<file path="config.mk">
export PLATFORM = sky130hd
export DESIGN_NAME = cia_front
export DESIGN_NICKNAME = d
export VERILOG_FILES = /design/src/hw/rtl/cia_pkg.sv /design/src/hw/rtl/cia_front.sv
export SDC_FILE = /design/constraint.sdc
export NUM_CORES = 1
export LEC_CHECK = 0
export BUFFER_PORTS_ARGS = -buffer_cell sky130_fd_sc_hd__buf_2
export CORE_AREA = 5 5 152 154
export DETAILED_ROUTE_END_ITERATION = 12
export DIE_AREA = 0 0 157 159
export PLACE_DENSITY = 0.48
export SYNTH_ARGS = -nofsm -noshare
export SYNTH_HDL_FRONTEND = slang
export SYNTH_SLANG_ARGS = --single-unit
</file>
<file path="constraint.sdc">
create_clock -name vclk -period 3.8
set_clock_uncertainty 0.1 [all_clocks]
set_input_delay 0.76 -clock vclk [all_inputs]
set_output_delay 0.76 -clock vclk [all_outputs]
set_load 0.1 [all_outputs]
</file>
<file path="src/hw/rtl/cia_pkg.sv">
// ----------------------------------------------------------------------------
// cia_pkg
// Shared types and codes for the checked integer ALU.
// ----------------------------------------------------------------------------
`default_nettype none
package cia_pkg;

  localparam int unsigned DataW = 64;
  localparam int unsigned QDepth = 4;
  localparam int unsigned QPtrW = $clog2(QDepth);

  localparam logic [3:0] KIND_ADD = 4'd0;
  localparam logic [3:0] KIND_SUB = 4'd1;
  localparam logic [3:0] KIND_MUL = 4'd2;
  localparam logic [3:0] KIND_DIV = 4'd3;
  localparam logic [3:0] KIND_MOD = 4'd4;
  localparam logic [3:0] KIND_EQ  = 4'd5;
  localparam logic [3:0] KIND_NE  = 4'd6;
  localparam logic [3:0] KIND_LT  = 4'd7;
  localparam logic [3:0] KIND_GT  = 4'd8;
  localparam logic [3:0] KIND_LE  = 4'd9;
  localparam logic [3:0] KIND_GE  = 4'd10;

  localparam logic [1:0] STATUS_OK       = 2'd0;
  localparam logic [1:0] STATUS_DIVZERO  = 2'd1;
  localparam logic [1:0] STATUS_OVERFLOW = 2'd2;

  typedef enum logic [1:0] {
    CLS_SIMPLE,
    CLS_ZERODIV,
    CLS_MUL,
    CLS_DIV
  } op_class_t;

  typedef struct packed {
    logic [3:0]       kind;
    logic [DataW-1:0] a;
    logic [DataW-1:0] b;
    logic [DataW-1:0] ma;
    logic [DataW-1:0] mb;
    logic             neg;
    op_class_t        cls;
  } entry_t;

endpackage
`default_nettype wire

</file>
<file path="src/hw/rtl/cia_front.sv">
// ----------------------------------------------------------------------------
// cia_front
// Classifies an incoming operation and prepares operand magnitudes.
// ----------------------------------------------------------------------------
`default_nettype none
module cia_front (
  input  wire logic [3:0]               kind,
  input  wire logic [cia_pkg::DataW-1:0] left_operand,
  input  wire logic [cia_pkg::DataW-1:0] right_operand,
  output cia_pkg::entry_t                entry
);

  always_comb begin
    entry.kind = kind;
    entry.a    = left_operand;
    entry.b    = right_operand;
    entry.ma   = left_operand[cia_pkg::DataW-1] ? (~left_operand + 1'b1) : left_operand;
    entry.mb   = right_operand[cia_pkg::DataW-1] ? (~right_operand + 1'b1) : right_operand;
    entry.neg  = left_operand[cia_pkg::DataW-1] ^ right_operand[cia_pkg::DataW-1];
    if (kind == cia_pkg::KIND_MUL) begin
      entry.cls = cia_pkg::CLS_MUL;
    end else if (kind == cia_pkg::KIND_DIV || kind == cia_pkg::KIND_MOD) begin
      // zero divisor resolves at once
      entry.cls = (right_operand == '0) ? cia_pkg::CLS_ZERODIV : cia_pkg::CLS_DIV;
    end else begin
      entry.cls = cia_pkg::CLS_SIMPLE;
    end
  end

endmodule
`default_nettype wire

</file>
### Yosys cells after proc, flatten, opt, wreduce, memory -nomap -nowiden

Cells that the tools add are included.

* input port bits: 132
* register bits after elaboration: 0
* word-level logic and storage cells: 15
* output and inout bits: 263

* muxes and demuxes: 5
* $add $sub $neg: 2
* bitwise logic cells: 3
* reductions and logical operators: 2
* equal/unequal tests: 3

Operators with widths (count)
* adder 64 x 1 -> 64 bit, second input constant: 2
* two-way mux 64 bit: 2
* NOT 64 bit: 2
* logical NOT 64 bit: 1
* == test 4 x 2 -> 1 bit, second input constant: 2
* two-way mux 2 bit: 3
* == test 4 x 3 -> 1 bit, second input constant: 1
* logical OR 1 bit: 1
* XOR 1 bit: 1

### Logic depth before layout (Yosys ltp)

Gate-level depths: netlist (run 1).

* word-level depth: 4
* depth in mapped cells: 8

### Worst setup path after synthesis (run 1)

OpenSTA, ideal clock, no wires.

* path kind: input-to-output
* start: input right_operand[19] in the netlist's numbering
* end: output entry[66] in the netlist's numbering
* required time: 2.940 ns
* setup slack: -1.241 ns
* path buffers: 1
* data arrival time: 4.181 ns
* stages on the path: 5
* cell sequence: or4_1 nor4b_4 nand3_2 buf_2 nor3_1

RTL lines
* start, declared: line cia_front.sv:9 `input wire logic [cia_pkg::DataW-1:0] right_operand,`
* end, declared: line cia_front.sv:10 `output cia_pkg::entry_t entry`

==> results of run 1 <==
## critical path: stages
cell and delay [ps]:
buf_2 100, or3_1 450, or4b_4 540, buf_6 140, nor4_4 290, a41oi_4 210
xor2_4 240, buf_12 200
## power by group
group          switching, mW  internal [mW]
Sequential                 0              0
Combinational           2.08          0.845
Clock                      0              0
Total                   2.08          0.845
## cell usage after synthesis, drive strengths merged
library cell | count | share of area
nand3b | 3 | 0.0054
o31ai | 44 | 0.082
or3b | 1 | 0.0021
or3 | 32 | 0.048
and3 | 2 | 0.0030
nand4 | 8 | 0.014
a41oi | 1 | 0.0021
clkbuf | 15 | 0.014
xor2 | 4 | 0.0084
nand2 | 39 | 0.036
buf | 138 | 0.25
o41ai | 19 | 0.046
nand3 | 12 | 0.017
or4b | 3 | 0.0090
a31oi | 1 | 0.0015
nor4b | 3 | 0.014
nor4 | 14 | 0.025
or2 | 8 | 0.012
ha | 2 | 0.0060
o21ai | 43 | 0.053
or4 | 21 | 0.039
nor3 | 18 | 0.022
nor3b | 1 | 0.0018
nand2b | 5 | 0.0075
xnor2 | 119 | 0.25
nor2 | 24 | 0.022
a21oi | 3 | 0.0036
and4 | 1 | 0.0021
inv | 8 | 0.0072
## logic make-up (layout without fill, tap and decap cells)
kind of cell | Yosys count | in the layout | share of synthesized area
compound gates | 111 | 111 | 0.1881
xor+xnor | 123 | 123 | 0.2591
fa+ha+maj | 2 | 2 | 0.006018
buf+inv | 161 | 545 | 0.2690
simple gates | 195 | 195 | 0.2778
## routing by layer
metal / share of wire / track usage / up-vias
li1: - / - / 2776
met1: 0.39 / 0.2061 / 2671
met2: 0.53 / 0.3138 / 206
met3: 0.071 / 0.02501 / 10
met4: 0.0092 / 0.01302 / 0
met5: 0 / 0 / -
## cell type report
cell class / instances / share of cell area
inverters: 8 / 0.003666
multi-input cells: 431 / 0.4550
well taps: 280 / 0.03666
repair buffers: 537 / 0.5047
## cells in the final DEF (no fill, tap or decap), types with 12 or more instances in the layout
master   netlist  routed
or3_1         32      30
o31ai_1       42      30
nand2_1       38      38
buf_2          3     279
buf_4        134     134
xnor2_1      119      12
or4_1         20      14
nor2_1        24      23
buf_12         0     117
xnor2_2        0     105
o31ai_2        2      12
o21ai_0       42      33
## final timing paths
kind / startpoint / depth (start not counted) / slack, ps / endpoint
worst max-delay path: right_operand[41] / 8 / 10 / entry[61]
worst min-delay path: kind[3] / 3 / 1750 / entry[1]
## what timing repair did
action | in CTS | in global routing
pin swaps | 9 | 17
buffers inserted | 2 | 3
resized for setup | 32 | 51
endpoints found under the setup margin | 37 | 55
==> impl_metrics.csv, run 1 <==
group,metric,value,unit
status,status,"completed",
setup_path,crit_type,"primary input to output port",
floorplanning,die_x,157,µm
route,viasPerCell,4.509,
job,cap_viol_max_count,0,
floorplanning,die_h,159,µm
timing,tightestPinTransition,536.9,ps
hold_path,hp-class,"primary input to output port",
layout,nFillCells,2078,
synth,postSynthAreaPerCell,7.023,µm²
layout,layout.cells.non_filler,1256,
timing,finalHoldViolations,0,
pwr,p_per_area,305.7,nW/µm²
layout,clkbuf_count,0,
synth,yosys_warnings,0,
layout,seq_cell_count,0,
timing,fin_hold_ws,1747,ps
route,first_iter_violations,199,
route,postRouteAntennaNets,0,
placement,gp_congestion,0.8044,
layout,drive_gt1_frac,0.7459,
route,vias,5663,
placement,pre_cts_ws,-162.2,ps
pwr,power,2.921,mW
timing,slew_viol_final,0,
placement,placement.io_buffers,395,
placement,dp_cells,1251,
floorplanning,die_area,24960,µm²
placement,dpl_cell_area,9080,µm²
timing,timing.final.crit_share,0.9969,
setup_path,required,2940,ps
layout,layout.nets,1112,
floorplanning,initial_core_util,0.1929,
global_routing,grt_overflow_total,0,
setup_path,cp_data_arrival_time,2930,ps
global_routing,grt_pass1_wl,33.48,mm
timing,fmax,0.2640,GHz
pwr,leakagePower,4.392,nW
route,wl,22.70,mm
timing,fin_tns_setup,0,ps
layout,seq_area,0,µm²
layout,final_cell_area,9557,µm²
global_routing,antenna_found_initial,0,
placement,dp_hpwl,19.98,mm
route,wl_per_cell,18.07,µm
timing,setup_ws,11.62,ps
setup_path,startpoint_type,"primary input",
synth,ys_seq_area_frac,0,
layout,multi_input_area,4348,µm²
route,first_pass_iters,4,
synth,syn_inst,592,
setup_path,endpoint_kind,"output port",
setup_path,cp_max_fo,3,
timing,rsz0062_at_grt,"yes",
layout,syn2layout_area_growth,129.9,%
layout,antenna_cells,0,
floorplanning,core,21550,µm²
global_routing,grt_pass1_vias,5542,
route,remaining_drc_errors,0,
global_routing,grt_usage,0.1666,
global_routing,grt_max_degree,67,
pwr,peakVddDrop,238.3,µV
synth,synth.distinct_cells,42,
synth,synth.cell_area,4158,µm²
clock_tree,cts_hold_buf,0,
floorplanning,ios,395,
timing,period_minus_slack,3788,ps
floorplanning,rows,54,
timing,slew_headroom,0.6445,
timing,finalSetupViolCount,0,
synth,synth_nets,726,
layout,utilization,0.4434,
Power figures use the tool's default switching activity.
==> run 2: changes to the inputs <==
--- a/config.mk
+++ b/config.mk
@@ -6,10 +6,10 @@
 export NUM_CORES = 1
 export LEC_CHECK = 0
 export BUFFER_PORTS_ARGS = -buffer_cell sky130_fd_sc_hd__buf_2
-export CORE_AREA = 5 5 152 154
+export CORE_AREA = 5 5 149 151
 export DETAILED_ROUTE_END_ITERATION = 12
-export DIE_AREA = 0 0 157 159
-export PLACE_DENSITY = 0.48
+export DIE_AREA = 0 0 154 156
+export PLACE_DENSITY = 0.5
 export SYNTH_ARGS = -nofsm -noshare
 export SYNTH_HDL_FRONTEND = slang
 export SYNTH_SLANG_ARGS = --single-unit
==> run 2 against run 1 <==
Compared with the run above:
- final cell count is 0.88% higher
- sequential share of layout area stayed put
- combinational power hardly changed
- non-clock buffer count is 15 higher
- die area is 3.8% lower
- sequential cell count stayed put
- wire length is 1.0% higher
- critical path type unchanged
- critical endpoint is now entry[37]
==> impl_metrics.csv, run 2 (same netlist as run 1, synthesis figures left out) <==
group,metric,value,unit
timing,rsz0062_at_grt,"yes",
setup_path,crit_path_top_delay_cell,"or4_4",
setup_path,required,2940,ps
layout,antenna_cells,0,
layout,seq_area,0,µm²
layout,layout.cells.non_filler,1267,
setup_path,endpoint_kind,"output port",
placement,dp_hpwl,20.35,mm
timing,finalSetupViolCount,0,
floorplanning,die_h,156,µm
setup_path,critPathBufInv,4,
route,first_iter_violations,260,
floorplanning,die_area,24020,µm²
layout,clkbuf_count,0,
placement,placement.io_buffers,395,
layout,final_cell_mix,"buf_2, buf_4, buf_12",
pwr,p_per_area,303.0,nW/µm²
timing,tightestPinTransition,541.5,ps
setup_path,critPathMostFrequentCell,"buf_4",
global_routing,grt_pass1_wl,33.70,mm
setup_path,startpoint_type,"primary input",
hold_path,hold_depth,3,
route,postRouteAntennaNets,0,
route,wl_per_cell,18.10,µm
setup_path,cp_top_family,"simple AND/OR/NAND/NOR gates",
setup_path,cp_max_fo,3,
timing,fin_hold_ws,1746,ps
hold_path,hp-class,"primary input to output port",
layout,seq_cell_count,0,
route,viasPerCell,4.546,
timing,slew_viol_final,0,
timing,finalHoldViolations,0,
layout,layout.nets,1128,
global_routing,grt_overflow_total,0,
global_routing,grt_usage,0.1731,
floorplanning,initial_core_util,0.2010,
floorplanning,ios,395,
global_routing,grt_pass1_vias,5647,
setup_path,critical_path_cell_count,9,
timing,timing.final.crit_share,0.9963,
status,status,"completed",
timing,slew_headroom,0.6415,
route,vias,5760,
pwr,leakagePower,4.483,nW
setup_path,max_stage_delay,550,ps
timing,period_minus_slack,3786,ps
clock_tree,cts_hold_buf,0,
pwr,peakVddDrop,231.6,µV
floorplanning,rows,53,
setup_path,cp_data_arrival_time,2930,ps
placement,gp_congestion,0.8387,
setup_path,crit_chain,"buf_6 -> or4_4 -> nor4b_4 -> buf_4 -> nand4_1 -> buf_4 -> o31ai_4 -> xnor2_2 -> buf_12",
floorplanning,core,20690,µm²
setup_path,crit_type,"primary input to output port",
route,wl,22.93,mm
layout,drive_gt1_frac,0.7419,
route,first_pass_iters,6,
placement,dp_cells,1260,
layout,final_common_cell,"buf_2",
global_routing,antenna_found_initial,0,
global_routing,grt_max_degree,27,
floorplanning,die_x,154,µm
layout,syn2layout_area_growth,132.4,%
timing,fmax,0.2641,GHz
route,remaining_drc_errors,0,
job,cap_viol_max_count,0,
-- run 2: metal layers --
metal  vias up  global-route usage  part of all wire
met5         -                   0                 0
met4         0             0.01430             0.011
met3        14             0.03162             0.068
met2       227              0.3228              0.53
met1      2706              0.2158              0.39
li1       2813                   -                 -
-- run 2: power breakdown --
| part | switching [mW] | total [mW] | internal [mW] |
|---|---|---|---|
| combinational | 2.08 | 2.93 | 0.849 |
| sequential | 0 | 0 | 0 |
| clock | 0 | 0 | 0 |
| total | 2.08 | 2.93 | 0.849 |
-- run 2: through the flow --
stage          TNS [ps]  instance area, µm²  worst slack [ps]    util  total power, mW
6_report              0                9664             14.06  0.4671            2.929
3_5_place_dp      -2517                9124            -187.9  0.4410            2.907
2_1_floorplan         0                5081             3.854       -            2.028
4_1_cts               0                9314             4.389  0.4502            2.923
5_1_grt          -346.1                9664            -87.40  0.4671            3.008
3_3_place_gp      -1992                9124            -193.5  0.4410            2.904
-- run 2: layout make-up --
class / count / area [µm²]
multi-input combinational: 432 / 4397
inverter: 8 / 35.03
timing repair buffer: 552 / 4888
fill: 1968 / 11030
tap: 275 / 344.1
-- run 2: path summary, 6_finish.rpt --
check | slack, ps | startpoint | endpoint
max | 10 | right_operand[19] | entry[37]
min | 1750 | kind[3] | entry[1]
-- run 2: worst min-delay path, stage by stage --
cell and delay [ps]:
buf_2 110, a21oi_2 40, buf_6 170
-- run 2: repair_timing --
action	in CTS	in global routing
pin swaps	7	25
endpoints found under the hold margin	0	0
endpoints found under the setup margin	32	61
buffers inserted	4	2
resized for setup	32	52
cloned	0	1
