===== src/hw/rtl/cia_pkg.sv =====
// ----------------------------------------------------------------------------
// cia_pkg
// Shared types and codes for the checked integer ALU.
// ----------------------------------------------------------------------------
`default_nettype none
package cia_pkg;

  localparam int unsigned DataW = 64;
  localparam int unsigned QDepth = 4;
  localparam int unsigned QPtrW = $clog2(QDepth);

  localparam logic [3:0] KIND_ADD = 4'd0;
  localparam logic [3:0] KIND_SUB = 4'd1;
  localparam logic [3:0] KIND_MUL = 4'd2;
  localparam logic [3:0] KIND_DIV = 4'd3;
  localparam logic [3:0] KIND_MOD = 4'd4;
  localparam logic [3:0] KIND_EQ  = 4'd5;
  localparam logic [3:0] KIND_NE  = 4'd6;
  localparam logic [3:0] KIND_LT  = 4'd7;
  localparam logic [3:0] KIND_GT  = 4'd8;
  localparam logic [3:0] KIND_LE  = 4'd9;
  localparam logic [3:0] KIND_GE  = 4'd10;

  localparam logic [1:0] STATUS_OK       = 2'd0;
  localparam logic [1:0] STATUS_DIVZERO  = 2'd1;
  localparam logic [1:0] STATUS_OVERFLOW = 2'd2;

  typedef enum logic [1:0] {
    CLS_SIMPLE,
    CLS_ZERODIV,
    CLS_MUL,
    CLS_DIV
  } op_class_t;

  typedef struct packed {
    logic [3:0]       kind;
    logic [DataW-1:0] a;
    logic [DataW-1:0] b;
    logic [DataW-1:0] ma;
    logic [DataW-1:0] mb;
    logic             neg;
    op_class_t        cls;
  } entry_t;

endpackage
`default_nettype wire


===== src/hw/rtl/cia_back.sv =====
// ----------------------------------------------------------------------------
// cia_back
// Executes queued operations: simple ops straight from idle, a sequenced
// multiplier and a radix-2 divider, then drives the registered result.
// ----------------------------------------------------------------------------
`default_nettype none
module cia_back (
  input  wire logic                      clk,
  input  wire logic                      rst,
  input  wire cia_pkg::entry_t           head,
  input  wire logic                      empty,
  output logic                           pop,
  output logic                           done,
  output logic [cia_pkg::DataW-1:0]      result_value,
  output logic [1:0]                     status
);

  localparam int unsigned W = cia_pkg::DataW;
  localparam int unsigned H = W / 2;
  localparam logic [1:0] S_IDLE = 2'd0;
  localparam logic [1:0] S_MUL  = 2'd1;
  localparam logic [1:0] S_DIV  = 2'd2;
  localparam logic [1:0] S_FIN  = 2'd3;
  localparam logic [W-1:0] SignBit = {1'b1, {(W-1){1'b0}}};

  logic [1:0]         state, state_next;
  logic [$clog2(W)-1:0] cnt, cnt_next;
  logic [W-1:0]       pp, pp_next;
  logic [1:0]         sh, sh_next;
  logic [2*W-1:0]     acc, acc_next;
  logic [W-1:0]       rem, rem_next;
  logic [W-1:0]       quo, quo_next;
  logic               done_next;
  logic [W-1:0]       res_next;
  logic [1:0]         st_next;

  logic [W-1:0] sum, dif, ba, bb, hi, lo, rt;
  logic [W:0]   rem_sh, trial;
  logic [H-1:0] ha, hb;
  logic [W-1:0] prod;

  always_comb begin
    sum = head.a + head.b;
    dif = head.a - head.b;
    ba  = head.a ^ SignBit;
    bb  = head.b ^ SignBit;
    hi  = acc[2*W-1:W];
    lo  = acc[W-1:0];
    rem_sh = {rem, quo[W-1]};
    trial  = rem_sh - {1'b0, head.mb};
    ha = cnt[1] ? head.ma[W-1:H] : head.ma[H-1:0];
    hb = cnt[0] ? head.mb[W-1:H] : head.mb[H-1:0];
    prod = ha * hb;
    rt = head.a[W-1] ? (~rem + 1'b1) : rem;
    if (rem != '0 && head.neg) rt = rt + head.b;

    state_next = state;
    cnt_next   = cnt;
    pp_next    = pp;
    sh_next    = sh;
    acc_next   = acc;
    rem_next   = rem;
    quo_next   = quo;
    done_next  = 1'b0;
    res_next   = '0;
    st_next    = cia_pkg::STATUS_OK;
    pop        = 1'b0;

    unique case (state)
      S_IDLE: begin
        if (!empty) begin
          unique case (head.cls)
            cia_pkg::CLS_SIMPLE: begin
              pop = 1'b1;
              done_next = 1'b1;
              unique case (head.kind)
                cia_pkg::KIND_ADD: begin
                  if (((head.a ^ sum) & (head.b ^ sum) & SignBit) != '0)
                    st_next = cia_pkg::STATUS_OVERFLOW;
                  else res_next = sum;
                end
                cia_pkg::KIND_SUB: begin
                  if (((head.a ^ head.b) & (head.a ^ dif) & SignBit) != '0)
                    st_next = cia_pkg::STATUS_OVERFLOW;
                  else res_next = dif;
                end
                cia_pkg::KIND_EQ: res_next = W'(head.a == head.b);
                cia_pkg::KIND_NE: res_next = W'(head.a != head.b);
                cia_pkg::KIND_LT: res_next = W'(ba < bb);
                cia_pkg::KIND_GT: res_next = W'(ba > bb);
                cia_pkg::KIND_LE: res_next = W'(ba <= bb);
                cia_pkg::KIND_GE: res_next = W'(ba >= bb);
                default: res_next = '0;
              endcase
            end
            cia_pkg::CLS_ZERODIV: begin
              pop = 1'b1;
              done_next = 1'b1;
              st_next = cia_pkg::STATUS_DIVZERO;
            end
            cia_pkg::CLS_MUL: begin
              cnt_next = '0;
              acc_next = '0;
              state_next = S_MUL;
            end
            cia_pkg::CLS_DIV: begin
              cnt_next = '0;
              rem_next = '0;
              quo_next = head.ma;
              state_next = S_DIV;
            end
          endcase
        end
      end
      S_MUL: begin
        // multiply one half pair, add the previous partial product
        if (cnt != '0) begin
          acc_next = acc + ({{W{1'b0}}, pp} << (H * sh));
        end
        pp_next  = prod;
        sh_next  = 2'(cnt[0]) + 2'(cnt[1]);
        cnt_next = cnt + 1'b1;
        if (cnt == 4) state_next = S_FIN;
      end
      S_DIV: begin
        if (!trial[W]) begin
          rem_next = trial[W-1:0];
          quo_next = {quo[W-2:0], 1'b1};
        end else begin
          rem_next = rem_sh[W-1:0];
          quo_next = {quo[W-2:0], 1'b0};
        end
        cnt_next = cnt + 1'b1;
        if (cnt == '1) state_next = S_FIN;
      end
      S_FIN: begin
        pop = 1'b1;
        done_next = 1'b1;
        state_next = S_IDLE;
        if (head.cls == cia_pkg::CLS_MUL) begin
          if (hi != '0 || (head.neg ? (lo > SignBit) : (lo >= SignBit)))
            st_next = cia_pkg::STATUS_OVERFLOW;
          else res_next = head.neg ? (~lo + 1'b1) : lo;
        end else if (head.kind == cia_pkg::KIND_MOD) begin
          res_next = rt;
        end else if (!head.neg) begin
          if (quo[W-1]) st_next = cia_pkg::STATUS_OVERFLOW;
          else res_next = quo;
        end else begin
          res_next = ~quo + 1'b1 - W'(rem != '0);
        end
      end
      default: state_next = S_IDLE;
    endcase
  end

  always_ff @(posedge clk) begin
    if (rst) begin
      state <= S_IDLE;
      done  <= 1'b0;
    end else begin
      state <= state_next;
      done  <= done_next;
    end
  end

  always_ff @(posedge clk) begin
    cnt <= cnt_next;
    pp  <= pp_next;
    sh  <= sh_next;
    acc <= acc_next;
    rem <= rem_next;
    quo <= quo_next;
    result_value <= res_next;
    status <= st_next;
  end

endmodule
`default_nettype wire


===== config.mk =====
export PLATFORM = sky130hd
export DESIGN_NAME = cia_back
export DESIGN_NICKNAME = d
export VERILOG_FILES = /design/src/hw/rtl/cia_pkg.sv /design/src/hw/rtl/cia_back.sv
export SDC_FILE = /design/constraint.sdc
export NUM_CORES = 2
export LEC_CHECK = 0
export ABC_AREA = 1
export BUFFER_PORTS_ARGS = -buffer_cell sky130_fd_sc_hd__buf_4
export CORE_MARGIN = 8
export CORE_UTILIZATION = 40
export CTS_BUF_LIST = sky130_fd_sc_hd__clkbuf_2
export DETAILED_ROUTE_END_ITERATION = 8
export GPL_TIMING_DRIVEN = 0
export PLACE_DENSITY = 0.61
export SYNTH_ARGS = -nofsm -noshare
export SYNTH_HDL_FRONTEND = slang
export SYNTH_SLANG_ARGS = --single-unit

===== constraint.sdc =====
create_clock -name clk -period 9.3 [get_ports clk]
set_input_delay 0.93 -clock clk [delete_from_list [all_inputs] [get_ports clk]]
set_output_delay 0.93 -clock clk [all_outputs]
set_load 0.02 [all_outputs]

## Yosys cells after proc, flatten, opt, wreduce, memory -nomap -nowiden

Cells that the tools add are included.

| storage, ports and cells | value |
|---|---|
| bits in read-only memories | 0 |
| memories kept | 0 |
| output and inout bits | 68 |
| input bits | 266 |
| bits in latches | 0 |
| flip-flop bits (word level) | 397 |
| memory bits (writable) | 0 |

| cells by class | value |
|---|---|
| add/subtract/negate cells | 11 |
| reduce and logical (&&, ||, !) cells | 18 |
| muxes and demuxes | 51 |
| div/mod/pow operators | 0 |
| magnitude comparators | 6 |
| multiply operators | 1 |
| bitwise operators | 11 |
| equal/unequal tests | 26 |
| shift-type cells | 1 |

Operator list:

| kind | number |
|---|---|
| $mux 64 | 16 |
| $pmux 64 s8 | 1 |
| $mux 128 | 3 |
| $pmux 64 s2 | 3 |
| $pmux 128 s2 | 1 |
| $xor 64x64->64 | 4 |
| $add 64x1->64 const B | 3 |
| $not 64->64 | 3 |
| $add 128x128->128 | 1 |
| $add 64x64->64 | 2 |
| $and 64x64->64 | 2 |
| $reduce_bool 64->1 | 2 |
| $shl 64x7->128 | 1 |
| $sub 65x64->65 | 1 |
| $eq 64x64->1 | 1 |
| $ge 64x64->1 | 1 |
| $ge 64x64->1 const B | 1 |
| $gt 64x64->1 | 1 |
| $gt 64x64->1 const B | 1 |
| $le 64x64->1 | 1 |
| $lt 64x64->1 | 1 |
| $mul 32x32->64 | 1 |
| $mux 32 | 2 |
| $ne 64x64->1 | 1 |
| other kinds (32) | 71 |

## Logic depth before layout (Yosys ltp)

| depth | value |
|---|---|
| depth after elaboration | 8 |
| mapped depth | 37 |

## Worst setup path before layout

No wires, ideal clock.

| path | value |
|---|---|
| kind | register to register |
| start point | reg state[1] |
| end point | reg acc[0] (enable) |
| buffers on the path | 2 |
| setup time | 692 ps |
| required time | 8,608 ps |
| stages on the path, launching flop included | 7 |
| clock period less this slack | 9,788 ps |
| path slack | -488 ps |
| arrival | 9,096 ps |
| cells stage by stage | dfxtp_1 > inv_1 > ha_1 > clkbuf_1 > clkbuf_1 > a21oi_1 > a31oi_1 |

| between the ends | value |
|---|---|
| cells in the longest elaborated chain, start to end | 3 |
| elaborated cells on any way between the ends | 7 |
| classes of those cells | 4 x eq/ne; 3 x reduce/logical |

Ends and longest elaborated chain:

| what | line | source |
|---|---|---|
| start, declared | cia_back.sv:26 | `logic [1:0] state, state_next;` |
| start signal, assigned | cia_back.sv:162 | `state <= state_next;` |
| $eq 2x1->1 / $logic_not 2->1 (equally long branches) | cia_back.sv:69 | `unique case (state)` |
| $ne 2x2->1 (no source line) / $reduce_bool 2->1 (equally long branches) | - |  |
| $reduce_and 4->1 (no source line) * | - |  |
| end signal, assigned | cia_back.sv:171 | `acc <= acc_next;` |
| end, declared | cia_back.sv:30 | `logic [2*W-1:0] acc, acc_next;` |

Every way passes the cells marked *; elsewhere a longest branch is shown, timed or not.
A chain may end at the register's enable or synchronous reset.

## Final worst setup path

| path | value |
|---|---|
| start point | reg cnt[1] |
| end point | reg pp[63] (data pin) |

| between the ends | value |
|---|---|
| cells in the longest elaborated chain, start to end | 2 |

Ends and longest elaborated chain:

| what | line | source |
|---|---|---|
| start, declared | cia_back.sv:27 | `logic [$clog2(W)-1:0] cnt, cnt_next;` |
| start signal, assigned | cia_back.sv:168 | `cnt <= cnt_next;` |
| $mux 32 | cia_back.sv:51 | `ha = cnt[1] ? head.ma[W-1:H] : head.ma[H-1:0];` |
| $mul 32x32->64 | cia_back.sv:53 | `prod = ha * hb;` |
| net prod[63] | cia_back.sv:40 | `logic [W-1:0] prod;` |
| end signal, assigned | cia_back.sv:169 | `pp <= pp_next;` |
| end, declared | cia_back.sv:28 | `logic [W-1:0] pp, pp_next;` |

The timed path passes the listed nets, and every way through them passes these cells.

==> out/results.txt <==
outcome: finished with violations
failing checks: capacitance limit, slew limit
kind of critical path: reg -> reg
initial DRC count: 11879
mapped cell area: 0.0937 sq mm
clk slew on worst S/H paths: 0.10 ns
EDFF count, synth: 328
CP max stage cell: fa_1
Max clock buf depth: 3
Final Max Slew Viols: 20
clock latency on the worst-skew pair: 1.78 ns
Core Area: 0.233 sq mm
post-synthesis async set-or-reset flop share: 0%
HP Class: in -> reg
H-tree levels: 3
Synth cell types: 63
# port buffers: 333
Cells after Synth: 14771
commonest non-fill, non-tap cell in the layout: nand2_1
placed insts: 18254
largest net degree at the start of global routing: 68
wire per inst: 26.5 um
I/O pin cnt: 334
TritonCTS clock tree: built
DR vias/cell: 5.57
CTS buffer count: 113
most frequent cells in the layout: 3613 x nand2_1, 2815 x inv_1, 2145 x nor2_1
total global-route track usage: 38.2%
total grt overflow: 0
period utilization: 99.9%
chip width: 500 um
syn nets: 16657
CP Capture Type: flip-flop
DP HPWL: 432 mm
FP Rows: 177
Clock Skew: 0.221 ns
CP bufs+invs: 8
Post-Layout Cell Count: 18639
relative slew slack: -10.6%
highest clock rate: 0.108 GHz
Yosys top cell area share: 19.3%
RSZ-0062 raised after global routing: yes
mean post-synth cell area: 6.34 sq um
Root Driver: clkbuf_2
first-pass GRT wire length: 697 mm
WL final: 494 mm
cell family with most CP delay: adder cells
Vias: 103740
Max Cap Viol: 7
GP Congestion: 1.08
prevailing post-synth register cell: edfxtp_1
Critical Path Most Common Cell: fa_1
vias in the first global route: 100721
DRC violations left: 0
Synthesis Warnings: 0
antenna-violating nets left: 0
Layout area overhead: 10.8%
Seq/Total Area, Yosys: 12.0%
nets@finish: 17271
Die Area: 0.250 sq mm
synthesized flop and latch total: 397
critical path arrival: 10.68 ns
layout cell share with drive strength beyond 1: 5.92%
final hold violations: 0
drt first pass iters: 9
Worst Tran Pin Value: 1.64 ns
initial antenna violation count: 31
critical path required time: 10.70 ns
clk sinks: 397
worst-path fanout max: 10
Worst Setup Start Kind: flip-flop
area leader, netlist: fa_1
Setup-failing EPs final: 0
Die H: 500 um
CP max stage delay: 0.74 ns
initial core utilization: 40.2%
synth top area cells: fa_1 19%, nand2_1 14%, inv_1 11%, edfxtp_1 11%, ha_1 9.6%
post-layout min period: 9.29 ns
synthesized netlist by cell type, types with 91 or more instances:
master / count
nand2_1: 3613
inv_1: 2816
nor2_1: 2145
a21oi_1: 1009
fa_1: 901
o21ai_0: 819
ha_1: 719
nand3_1: 674
edfxtp_1: 328
clkbuf_1: 290
xor2_1: 236
nor3_1: 138
nand4_1: 117
xnor2_1: 98
o21ai_1: 91
through the flow:
step	TNS (ns)	hold WS, ns	area [sq um]	worst slack, ns	utilization, %
final	0	0.190	104000	0.0117	44.6
after floorplan	0	0.531	93700	1.35	-
after CTS	0	0.000887	103000	0.00435	44.5
after detailed placement	-29.13	0.632	100000	-1.16	43.2
after global routing	-0.0577	0.176	104000	-0.0443	44.6
after global placement	-521.49	0.592	100000	-2.48	43.0
final cells by class:
type | instances | area (sq um)
Inverter | 2871 | 10800
Multi-Input combinational cell | 11107 | 70400
Fill cell | 25796 | 129000
Clock inverter | 49 | 385
Sequential cell | 397 | 11200
Timing Repair Buffer | 505 | 4360
Tap cell | 3132 | 3920
Clock buffer | 162 | 811
Antenna cell | 26 | 65.1
Buffer | 390 | 1860
flip-flops by register name (all words and copies together) (netlist names):
signal and count:
result_value 64, sh 2, cnt 6, rem 64
pp 64, acc 128, state 2, status 2
done 1, quo 64
final timing paths:
kind	start	to	cells past startpoint	slack, ns
setup / recovery	cnt[1]	pp[63]	31	0.01
hold / removal	head[14]	rem[11]	7	0.19
setup reg to reg	cnt[1]	pp[63]	31	0.01
hold reg to reg	quo[0]	quo[1]	2	0.70
worst reg2reg max path: cells and delay by family, from the launching register on:
family          cells  cell delay, ns
fa+ha+maj           9            4.46
buf+inv             8            1.91
compound gates      8            1.42
simple gates        6            0.86
flops               1            0.43
cell families after synthesis:
group / Yosys count / synth area share [%]
buffers and inverters: 3267 / 13.3
DFF: 397 / 12.0
and+or+nand+nor: 6870 / 29.6
AOI/OAI and AO/OA: 2283 / 13.1
adders and majority gates: 1620 / 28.9
xor gates and xnor gates: 334 / 3.12
layer usage:
layer / global-route usage [%] / part of all wire [%]
met1: 48.8 / 39
met2: 58.2 / 42
met3: 6.66 / 9.5
met4: 27.8 / 9.1
met5: 0 / 0.015
repair_timing:
item                                    in CTS  in global routing
endpoints found under the setup margin      41                 17
pin swaps                                    0                  6
hold endpoints to repair                   156                  0
setup buffers                                1                  7
gates resized for setup                    160                129
hold buffers                               146                  0
Power is not shown: default switching activity piles up to over one toggle a cycle in this logic, so the estimate is an artifact.
