--- src/hw/rtl/cia_pkg.sv ---
// ----------------------------------------------------------------------------
// cia_pkg
// Shared types and codes for the checked integer ALU.
// ----------------------------------------------------------------------------
`default_nettype none
package cia_pkg;

  localparam int unsigned DataW = 64;
  localparam int unsigned QDepth = 4;
  localparam int unsigned QPtrW = $clog2(QDepth);

  localparam logic [3:0] KIND_ADD = 4'd0;
  localparam logic [3:0] KIND_SUB = 4'd1;
  localparam logic [3:0] KIND_MUL = 4'd2;
  localparam logic [3:0] KIND_DIV = 4'd3;
  localparam logic [3:0] KIND_MOD = 4'd4;
  localparam logic [3:0] KIND_EQ  = 4'd5;
  localparam logic [3:0] KIND_NE  = 4'd6;
  localparam logic [3:0] KIND_LT  = 4'd7;
  localparam logic [3:0] KIND_GT  = 4'd8;
  localparam logic [3:0] KIND_LE  = 4'd9;
  localparam logic [3:0] KIND_GE  = 4'd10;

  localparam logic [1:0] STATUS_OK       = 2'd0;
  localparam logic [1:0] STATUS_DIVZERO  = 2'd1;
  localparam logic [1:0] STATUS_OVERFLOW = 2'd2;

  typedef enum logic [1:0] {
    CLS_SIMPLE,
    CLS_ZERODIV,
    CLS_MUL,
    CLS_DIV
  } op_class_t;

  typedef struct packed {
    logic [3:0]       kind;
    logic [DataW-1:0] a;
    logic [DataW-1:0] b;
    logic [DataW-1:0] ma;
    logic [DataW-1:0] mb;
    logic             neg;
    op_class_t        cls;
  } entry_t;

endpackage
`default_nettype wire

--- src/hw/rtl/cia_queue.sv ---
// ----------------------------------------------------------------------------
// cia_queue
// Short in-order queue between the front and the back.
// ----------------------------------------------------------------------------
`default_nettype none
module cia_queue (
  input  wire logic            clk,
  input  wire logic            rst,
  input  wire logic            push,
  input  wire cia_pkg::entry_t push_entry,
  input  wire logic            pop,
  output cia_pkg::entry_t      head,
  output logic                 empty,
  output logic                 full
);

  cia_pkg::entry_t               slots [cia_pkg::QDepth];
  logic [cia_pkg::QPtrW-1:0]     wr_ptr;
  logic [cia_pkg::QPtrW-1:0]     rd_ptr;
  logic [cia_pkg::QPtrW:0]       count;

  assign head  = slots[rd_ptr];
  assign empty = (count == '0);
  assign full  = (count == (cia_pkg::QPtrW+1)'(cia_pkg::QDepth));

  always_ff @(posedge clk) begin
    if (push) begin
      slots[wr_ptr] <= push_entry;
    end
  end

  always_ff @(posedge clk) begin
    if (rst) begin
      wr_ptr <= '0;
      rd_ptr <= '0;
      count  <= '0;
    end else begin
      if (push) wr_ptr <= wr_ptr + 1'b1;
      if (pop)  rd_ptr <= rd_ptr + 1'b1;
      count <= count + (cia_pkg::QPtrW+1)'(push) - (cia_pkg::QPtrW+1)'(pop);
    end
  end

endmodule
`default_nettype wire

--- config.mk ---
export PLATFORM = sky130hd
export DESIGN_NAME = cia_queue
export DESIGN_NICKNAME = d
export VERILOG_FILES = /design/src/hw/rtl/cia_pkg.sv /design/src/hw/rtl/cia_queue.sv
export SDC_FILE = /design/constraint.sdc
export NUM_CORES = 1
export LEC_CHECK = 0
export ABC_CLOCK_PERIOD_IN_PS = 7400
export BUFFER_PORTS_ARGS = -buffer_cell sky130_fd_sc_hd__buf_2
export CAP_MARGIN = 0
export CORE_MARGIN = 2
export CORE_UTILIZATION = 50
export DETAILED_ROUTE_END_ITERATION = 12
export PLACE_DENSITY = 0.82
export SYNTH_ARGS = -nofsm -noshare
export SYNTH_HDL_FRONTEND = slang
export SYNTH_SLANG_ARGS = --single-unit
export TNS_END_PERCENT = 10
--- constraint.sdc ---
create_clock -name clk -period 7.4 [get_ports clk]
set_input_delay 0.37 -clock clk [delete_from_list [all_inputs] [get_ports clk]]
set_output_delay 0.37 -clock clk [all_outputs]
set_load 0.02 [all_outputs]
==> Word level (Yosys, flattened, before mapping) <==
Memory sizes are Yosys's and may differ from the RTL's. A register that Yosys moved wholly into a read port is not among the register bits.
Index checks and enable logic that the tools add are counted.
{ "op_classes": {"n_addsub": 4, "eq_ne": 1, "muxes": 4, "n_reduce_logical": 1} }
{ "ops": {"columns": ["operator", "count"], "rows": [
  ["2-bit by 1-bit adder with 2-bit output, second input constant", 2],
  ["2-bit two-way mux", 2],
  ["3-bit by 1-bit adder with 3-bit output", 1],
  ["3-bit == test, second input constant", 1],
  ["3-bit zero test", 1],
  ["3-bit by 1-bit subtractor with 3-bit output", 1],
  ["1-bit two-way mux", 2]
]} }
{ "totals": {"register_bits": 7, "mem_bits_rw": 1052, "input_bits": 267, "out_inout_bits": 265, "wordCells": 14, "n_memories": 1} }
{ "mem_list": {"columns": ["memory", "depth", "word_bits", "rd", "rd_clocked_by_memory_dff", "write_ports", "line_no", "text"], "rows": [
  ["slots", 4, 263, 1, 1, 1, "cia_queue.sv:17", "cia_pkg::entry_t slots [cia_pkg::QDepth];"]
]} }

==> Logic depth before layout (Yosys ltp) <==
Gate-level depths: netlist of the first run.
{ "logic_depth": {"ltp_word": 3, "ltp_mapped": 7, "mapped_depth_nobuf": 7} }

==> Worst setup path after synthesis of the first run <==
OpenSTA, ideal clock, no wires.
{ "synth_timing": {"path_type": "register to register", "from": "register wr_ptr[0] (netlist name)", "to": "memory slots[0][0] (netlist name) (enable)", "setup_time_ns": 0.656, "t_arrival_ns": 6.502, "required_ns": 6.744, "setup_slack_ns": 0.242, "path_stages_with_launch": 4, "path_buffers": 0, "synth_period_minus_slack_ns": 7.158, "cell_sequence": "dfxtp_1 inv_1 ha_1 and2_1"} }
{ "synth_lines": {"columns": ["item", "line_no", "text"], "rows": [
  ["start: declaration", "cia_queue.sv:18", "logic [cia_pkg::QPtrW-1:0] wr_ptr;"],
  ["start signal: assignment", "cia_queue.sv:38", "if (push) wr_ptr <= wr_ptr + 1'b1;"],
  ["end: declaration", "cia_queue.sv:17", null]
]} }
Straight into the memory's write port.

==> results.md, run 1 <==
- Hold-critical path depth: 3
- Hold wc startpoint: push
- Number of endpoints failing setup at the final stage: 0
- Power Dens Cells: between 200 and 300 mW/mm2
- Class of the most critical setup path: register to output port
- Average wire per cell in the routed design: between 20 and 30 um
- Leakage power of the design: approximately 16 nW
- Biggest area consumer among synthesized cells: edfxtp_1
- Async set or reset register ratio after synthesis: 0%
- Relative slew margins: 18.0%
- Number of distinct library cells after synthesis: 21
- Upper clock frequency limit: 0.255 GHz
- Path depth of the worst reg2reg path: 5
- Cell occurring most often along the worst timing path: buf_4
- Total CTS buffers: 103
- Post-DRT Antenna Nets: 0
- Kind of path behind the tightest hold check: input pin to register
- Commonest cells after routing, fill and taps aside: 1,052 x edfxtp_1, 531 x buf_2, 264 x dlygate4sd3_1
- Total power after layout: 0.0137 W
- Clock Latency Late Sink: between 600 and 700 ps
- RSZ-0062 raised after global routing: no
- DRC Markers: 0
- Ratio of cells with drive above 1 in the final layout: 41.2%
- Slew Viols, Final: 0
- Period utilization: 53.0%
- Clock transition at the registers of the reported paths: 70 ps
- Critical Path Max Stage Delay: 820 ps
- Fraction of post-synthesis cell area in the top cell type by area: 82.5%
- H-Tree Level Count: 3
- VDD IR-drop max: 0.254 mV
- Least-Margin Pin Slew: 1230 ps
- Width of the die: around 280 um
- Cell at the slowest stage of the critical path: dfxtp_4
- Vias in the first global route: 20,300
- Largest driver fanout on the critical path: 57
- Sequential share of the synthesized area: 83.0%
- Post-synthesis cell count: around 1,400
- Top flip-flop cell by instance count after synthesis: edfxtp_1
- Most area-consuming cells after synthesis: edfxtp_1 83%, mux4_2 15%, dfxtp_1 0.47%
- Vias post-DR: 18,900
- Data arrival, critical path: about 3600 ps
- Critical register-to-register path startpoint: wr_ptr[1]$_SDFFE_PP0P_
- Number of buffers inserted by post-CTS setup repair: 0
- Initial antenna violation count: 15
- CP Capture Type: output port
- Max Cap Viol: 0
- Post-synth EDFFs: roughly 1,100
- Data required time of the worst path: 7030 ps
- Wirelength, routed: 87,000 um
- Die Y: 281 um
- Outcome: finished, final reports clean
- Largest net degree at the start of global routing: roughly 150
- Via-per-instance ratio: 5.64
- Effective utilization at floorplan: around half
- Layout overhead on the synthesized area: 25.7%
- Number of storage elements in the synthesis netlist: 1,061
- Crit Reg-Reg Endpoint: slots[1][204]$_DFFE_PP_
- Clock Path Buffers: 3
- Number of detailed-route iterations in the first pass: 5
- Post-Route Setup TNS: 0 ps
- Leading cell type in the layout, fill and taps excluded: edfxtp_1
- Total congestion overflow after global routing: 0
- Number of hold violations in the final report: 0
- Overall fraction of global-route tracks in use: 21.7%
- Sinks on the clock net: 1,061
- TritonCTS clock tree: yes
- NumNets Final: between 2,000 and 3,000
- Count of buffers from port buffering: ~530
- Gp weighted congestion: between 0.7 and 0.8
- Wire length of the first global-routing pass: 127,000 um
- Post-Synthesis Mean Instance Area: 27.0 um2
- Half-perimeter wire length after detailed placement: 45,200 um
- Hold Path Sink: wr_ptr[0]$_SDFFE_PP0P_
- Crit start category: register
- Clock period minus final worst setup slack: 3920 ps
- Die outline area: between 0.07 and 0.08 mm2
- Floorplan core area: 0.0758 mm2
- Warning count from the yosys run: 0
- Num ports: 532
- CTS Root Cell: clkbuf_16
- Final worst clock skew: 51.1 ps
- Floorplan row count: 101
- Total nets after synthesis: 1,689
- Netlist area before placement: 0.0383 mm2
- Worst reg-to-reg setup slack: between 4000 and 5000 ps
- Cells traversed along the worst timing path: buf_4 -> buf_4 -> mux4_2 -> buf_2
- 1st-iter DRT viols: 1,666
layout make-up:
class / count / area [um2]
flip-flops and latches: 1061 / 31800
fillers: 4706 / 27700
multi-input cells: 290 / 6170
repair buffers: 810 / 5510
clock buffers: 126 / 2710
well taps: 978 / 1220
clock inverters: 66 / 659
diodes: 16 / 40.0
inverters: 6 / 22.5
sequential cells by signal (all words and copies together) (netlist names), named ones only:
name / cells
count: 3
slots: 1052
rd_ptr: 2
wr_ptr: 2
per-stage QoR:
step                      instance area (um2)  hold slack, ps  worst slack (ps)  util, %  instances
after floorplan                         38300             442               242        -       1415
after global placement                  42100             526              4280     55.5       2881
after detailed placement                42100             566              4240     55.5       2881
after CTS                               48100            19.4              3490     63.4       3337
after global routing                    48100            83.1              3360     63.5       3351
final                                   48100             104              3480     63.5       3353
cells by family after synthesis:
kind of cell               after synthesis  synth area share [%]
xor gates and xnor gates                 3                 0.108
AOI/OAI and AO/OA                        2                0.0392
buffers and inverters                   64                 0.886
adders and majority gates                7                 0.248
DFF                                   1061                  83.0
and+or+nand+nor                         14                 0.196
muxes                                  264                  15.5
synthesized netlist by cell type, drive strengths merged, types with 2 or more instances:
| cell | number |
|---|---|
| buf | 54 |
| nor2b | 2 |
| mux4 | 263 |
| clkbuf | 4 |
| edfxtp | 1052 |
| nor2 | 5 |
| and2 | 4 |
| ha | 6 |
| dfxtp | 9 |
| xnor2 | 2 |
| inv | 6 |
repair_timing:
| item | 4_1_cts | 5_1_grt |
|---|---|---|
| hold endpoints to repair | 1061 | 0 |
| hold buffers | 264 | 0 |
| gates resized for setup | 0 | 0 |
per-layer routing:
layer	part of all wire (%)	GRT usage, %	vias to the layer above
met1	35	25.4	9840
met4	3.5	7.86	2
met2	53	39.0	970
met3	8.1	5.30	180
met5	0.011	0	-
li1	-	-	7908
critical path: cells and delay by family, from the launching register on:
family,cells,cell delay [ps]
buf+inv,3,1470
mux,1,460
flops,1,820
worst max-delay path by stage:
stage	end	slack [ps]	startpoint	cells past startpoint
4_1_cts	head[232]	3490	register	4
3_3_place_gp	head[230]	4280	register	4
2_1_floorplan	slots[0][0]$_DFFE_PP_	240	wr_ptr[0]$_SDFFE_PP0P_	3
3_5_place_dp	head[237]	4240	register	4
6_report	head[230]	3480	register	4
5_1_grt	head[198]	3360	register	4
report_power, final:
part | leakage, nW | switching [W] | internal (W) | total [W]
clock network | 1.66 | 0.00226 | 0.00292 | 0.00517
logic | 4.87 | 0.000882 | 0.000633 | 0.00152
registers | 9.74 | 0.000103 | 0.00692 | 0.00702
Note: power is estimated with default switching activity, not from simulation.
==> run 2: changes to the inputs <==
ABC_CLOCK_PERIOD_IN_PS = 3200   (was 7400)
clock period = 3.2 ns   (was 7.4 ns; I/O delays follow)
==> results.md, run 2 (synthesis results as in run 1) <==
- Average wire per cell in the routed design: 26.7 um (+3.1%)
- Leakage power of the design: 16.7 nW (+2.5%)
- Floorplan row count: 101 (unchanged)
- VDD IR-drop max: 0.585 mV (+130%)
- Flip-flop count of the largest register after layout: 1,052 (unchanged)
- Resize count post-CTS: 0 (unchanged)
- Layout overhead on the synthesized area: 27.8%
- Slew Viols, Final: 0 (unchanged)
- H-Tree Level Count: 3 (unchanged)
- Crit start category: register
- Final core area utilization: 64.5% (+1.0 points)
- Wirelength, routed: 91,100 um (+4.7%)
- TritonCTS clock tree: yes
- Combinational group share of total power: 11.6% (+0.5 points)
- Path depth of the worst reg2reg path: 3 (-2)
- Data arrival, critical path: 2570 ps (-980 ps)
- Regs by FF count: slots (1052), count (3)
- Clock Path Buffers: 3 (unchanged)
- Commonest cells after routing, fill and taps aside: 1,052 x edfxtp_1, 531 x buf_2, 267 x dlygate4sd3_1
- Cells traversed along the worst timing path: buf_12 -> buf_4 -> mux4_2 -> buf_2
- 1st-iter DRT viols: 1,719 (+3.2%)
- CP Capture Type: output port
- Least-Margin Pin Slew: 841 ps (-388 ps)
- DRC Markers: 0 (unchanged)
- Max Cap Viol: 0 (unchanged)
- Gp weighted congestion: 0.787 (+2.8%)
- Outcome: finished, final reports clean
- NumNets Final: 2,615 (+2.7%)
- Final instance area: 0.0489 mm2 (+1.7%)
- Post-DRT Antenna Nets: 0 (unchanged)
- Clock period minus final worst setup slack: 2730 ps
- Data required time of the worst path: 3040 ps (-3990 ps)
- Cell-internal power: 0.0246 W (+130%)
- Kind of path behind the tightest hold check: input pin to register
- Half-perimeter wire length after detailed placement: 52,000 um (+15%)
- Cell family with most CP delay: buffers and inverters
- Number of detailed-route iterations in the first pass: 5 (unchanged)
- Die outline area: 0.0788 mm2 (unchanged)
- Leading cell type in the layout, fill and taps excluded: edfxtp_1
- Number of endpoints failing setup at the final stage: 0 (unchanged)
- Vias post-DR: 19,500 (+3.2%)
- Period utilization: 85.4%
- Count of buffers from port buffering: 531 (unchanged)
- Upper clock frequency limit: between 0.3 and 0.4 GHz
- Final hold slack: 259 ps (+155 ps)
- Clock transition at the registers of the reported paths: 60 ps (about the same)
- RSZ-0062 raised after global routing: no
- CTS Hold Bufs: 267 (+1.1%)
- Clock network power share: 37.9% (+0.2 points)
- Final worst clock skew: 28.8 ps (-22.3 ps)
- Switching power as a share of total power: 23.3% (-0.38 points)
- Initial antenna violation count: 7 (-8)
- Power Dens Cells: 655 mW/mm2 (+130%)
- Cell at the slowest stage of the critical path: dfxtp_4
- Hold-critical path depth: 2 (-1)
- Clock Latency Late Sink: 660 ps (about the same)
- Critical Path Max Stage Delay: 590 ps (-230 ps)
- Effective utilization at floorplan: 50.5% (unchanged)
- Sinks on the clock net: 1,061 (unchanged)
- Width of the die: 281 um (unchanged)
- Die Y: 281 um (unchanged)
- Wire length of the first global-routing pass: 133,000 um (+4.9%)
- CTS Root Cell: clkbuf_16
- Largest driver fanout on the critical path: 22 (-61%)
- Ratio of cells with drive above 1 in the final layout: 42.4% (+1.2 points)
- Overall fraction of global-route tracks in use: 23.0% (+1.3 points)
- Class of the most critical setup path: register to output port
- Via-per-instance ratio: 5.72 (+1.6%)
- Proportion of power drawn by flip-flops and latches: 50.5% (-0.7 points)
- Top register by number of flip-flops: slots
- Floorplan core area: 0.0758 mm2 (unchanged)
- Number of hold violations in the final report: 0 (unchanged)
- Relative slew margins: 43.9% (+26 points)
- Vias in the first global route: 21,100 (+3.7%)
- Total CTS buffers: 102 (-0.97%)
- Total congestion overflow after global routing: 0 (unchanged)
- Number of buffers inserted by post-CTS setup repair: 0 (unchanged)
- Total buffers and inverters traversed by the critical path: 3 (unchanged)
- Count of fill cells added during filler insertion: 4,646 (-1.3%)
- Largest net degree at the start of global routing: 87 (-40%)
- Num ports: 532 (unchanged)
- WP depth: 4 (unchanged)
- Switch Pwr: 0.00746 W (+130%)
- Placed standard-cell area: 0.0428 mm2 (+1.8%)
## run 2: final cells by class
cell class                      instances  area, um2  share of cell area, %
Sequential cell                      1061      31800                   65.0
Timing Repair Buffer                  880       6310                   12.9
Multi-Input combinational cell        290       6170                   12.6
Clock buffer                          125       2680                   5.48
Tap cell                              978       1220                   2.50
Clock inverter                         58        709                   1.45
Inverter                                6       22.5                 0.0460
Antenna cell                            9       22.5                 0.0460
## run 2: power by group through the flow
| stage | clock (W) | combinational (W) | sequential (W) |
|---|---|---|---|
| after floorplan | 0 | 0.00205 | 0.0164 |
| after global placement | 0 | 0.00331 | 0.0164 |
| after detailed placement | 0 | 0.00339 | 0.0164 |
| after CTS | 0.0122 | 0.00371 | 0.0162 |
| after global routing | 0.0128 | 0.00392 | 0.0162 |
| final | 0.0121 | 0.00372 | 0.0162 |
## run 2: final timing paths
kind	start	end	slack (ps)
max	register	head[215]	470
min	push_entry[202]	slots[2][202]$_DFFE_PP_	260
max reg2reg	wr_ptr[0]$_SDFFE_PP0P_	slots[1][87]$_DFFE_PP_	1110
min reg2reg	rd_ptr[0]$_SDFFE_PP0P_	register	560
## run 2: per-layer routing
metal / vias to the layer above / track usage (%) / routed length [um]
li1: 8035 / - / -
met1: 10200 / 27.1 / 31200
met2: 1081 / 40.3 / 48400
met3: 222 / 6.19 / 8090
met4: 0 / 8.94 / 3440
met5: - / 0 / 0
## run 2: per-stage QoR
stage	std cells	setup WS, ps	power, W	setup TNS, ps
floorplan	1415	-979	0.0185	-515010
global placement	2948	1120	0.0197	0
detailed placement	2948	1090	0.0198	0
CTS	3398	368	0.0321	0
global route	3404	297	0.0330	0
finish	3407	468	0.0320	0
## run 2: worst reg2reg max path, stage by stage, from the launching register on
cell and delay (ps):
dfxtp_1 400, ha_1 170, and2_4 690, buf_4 480
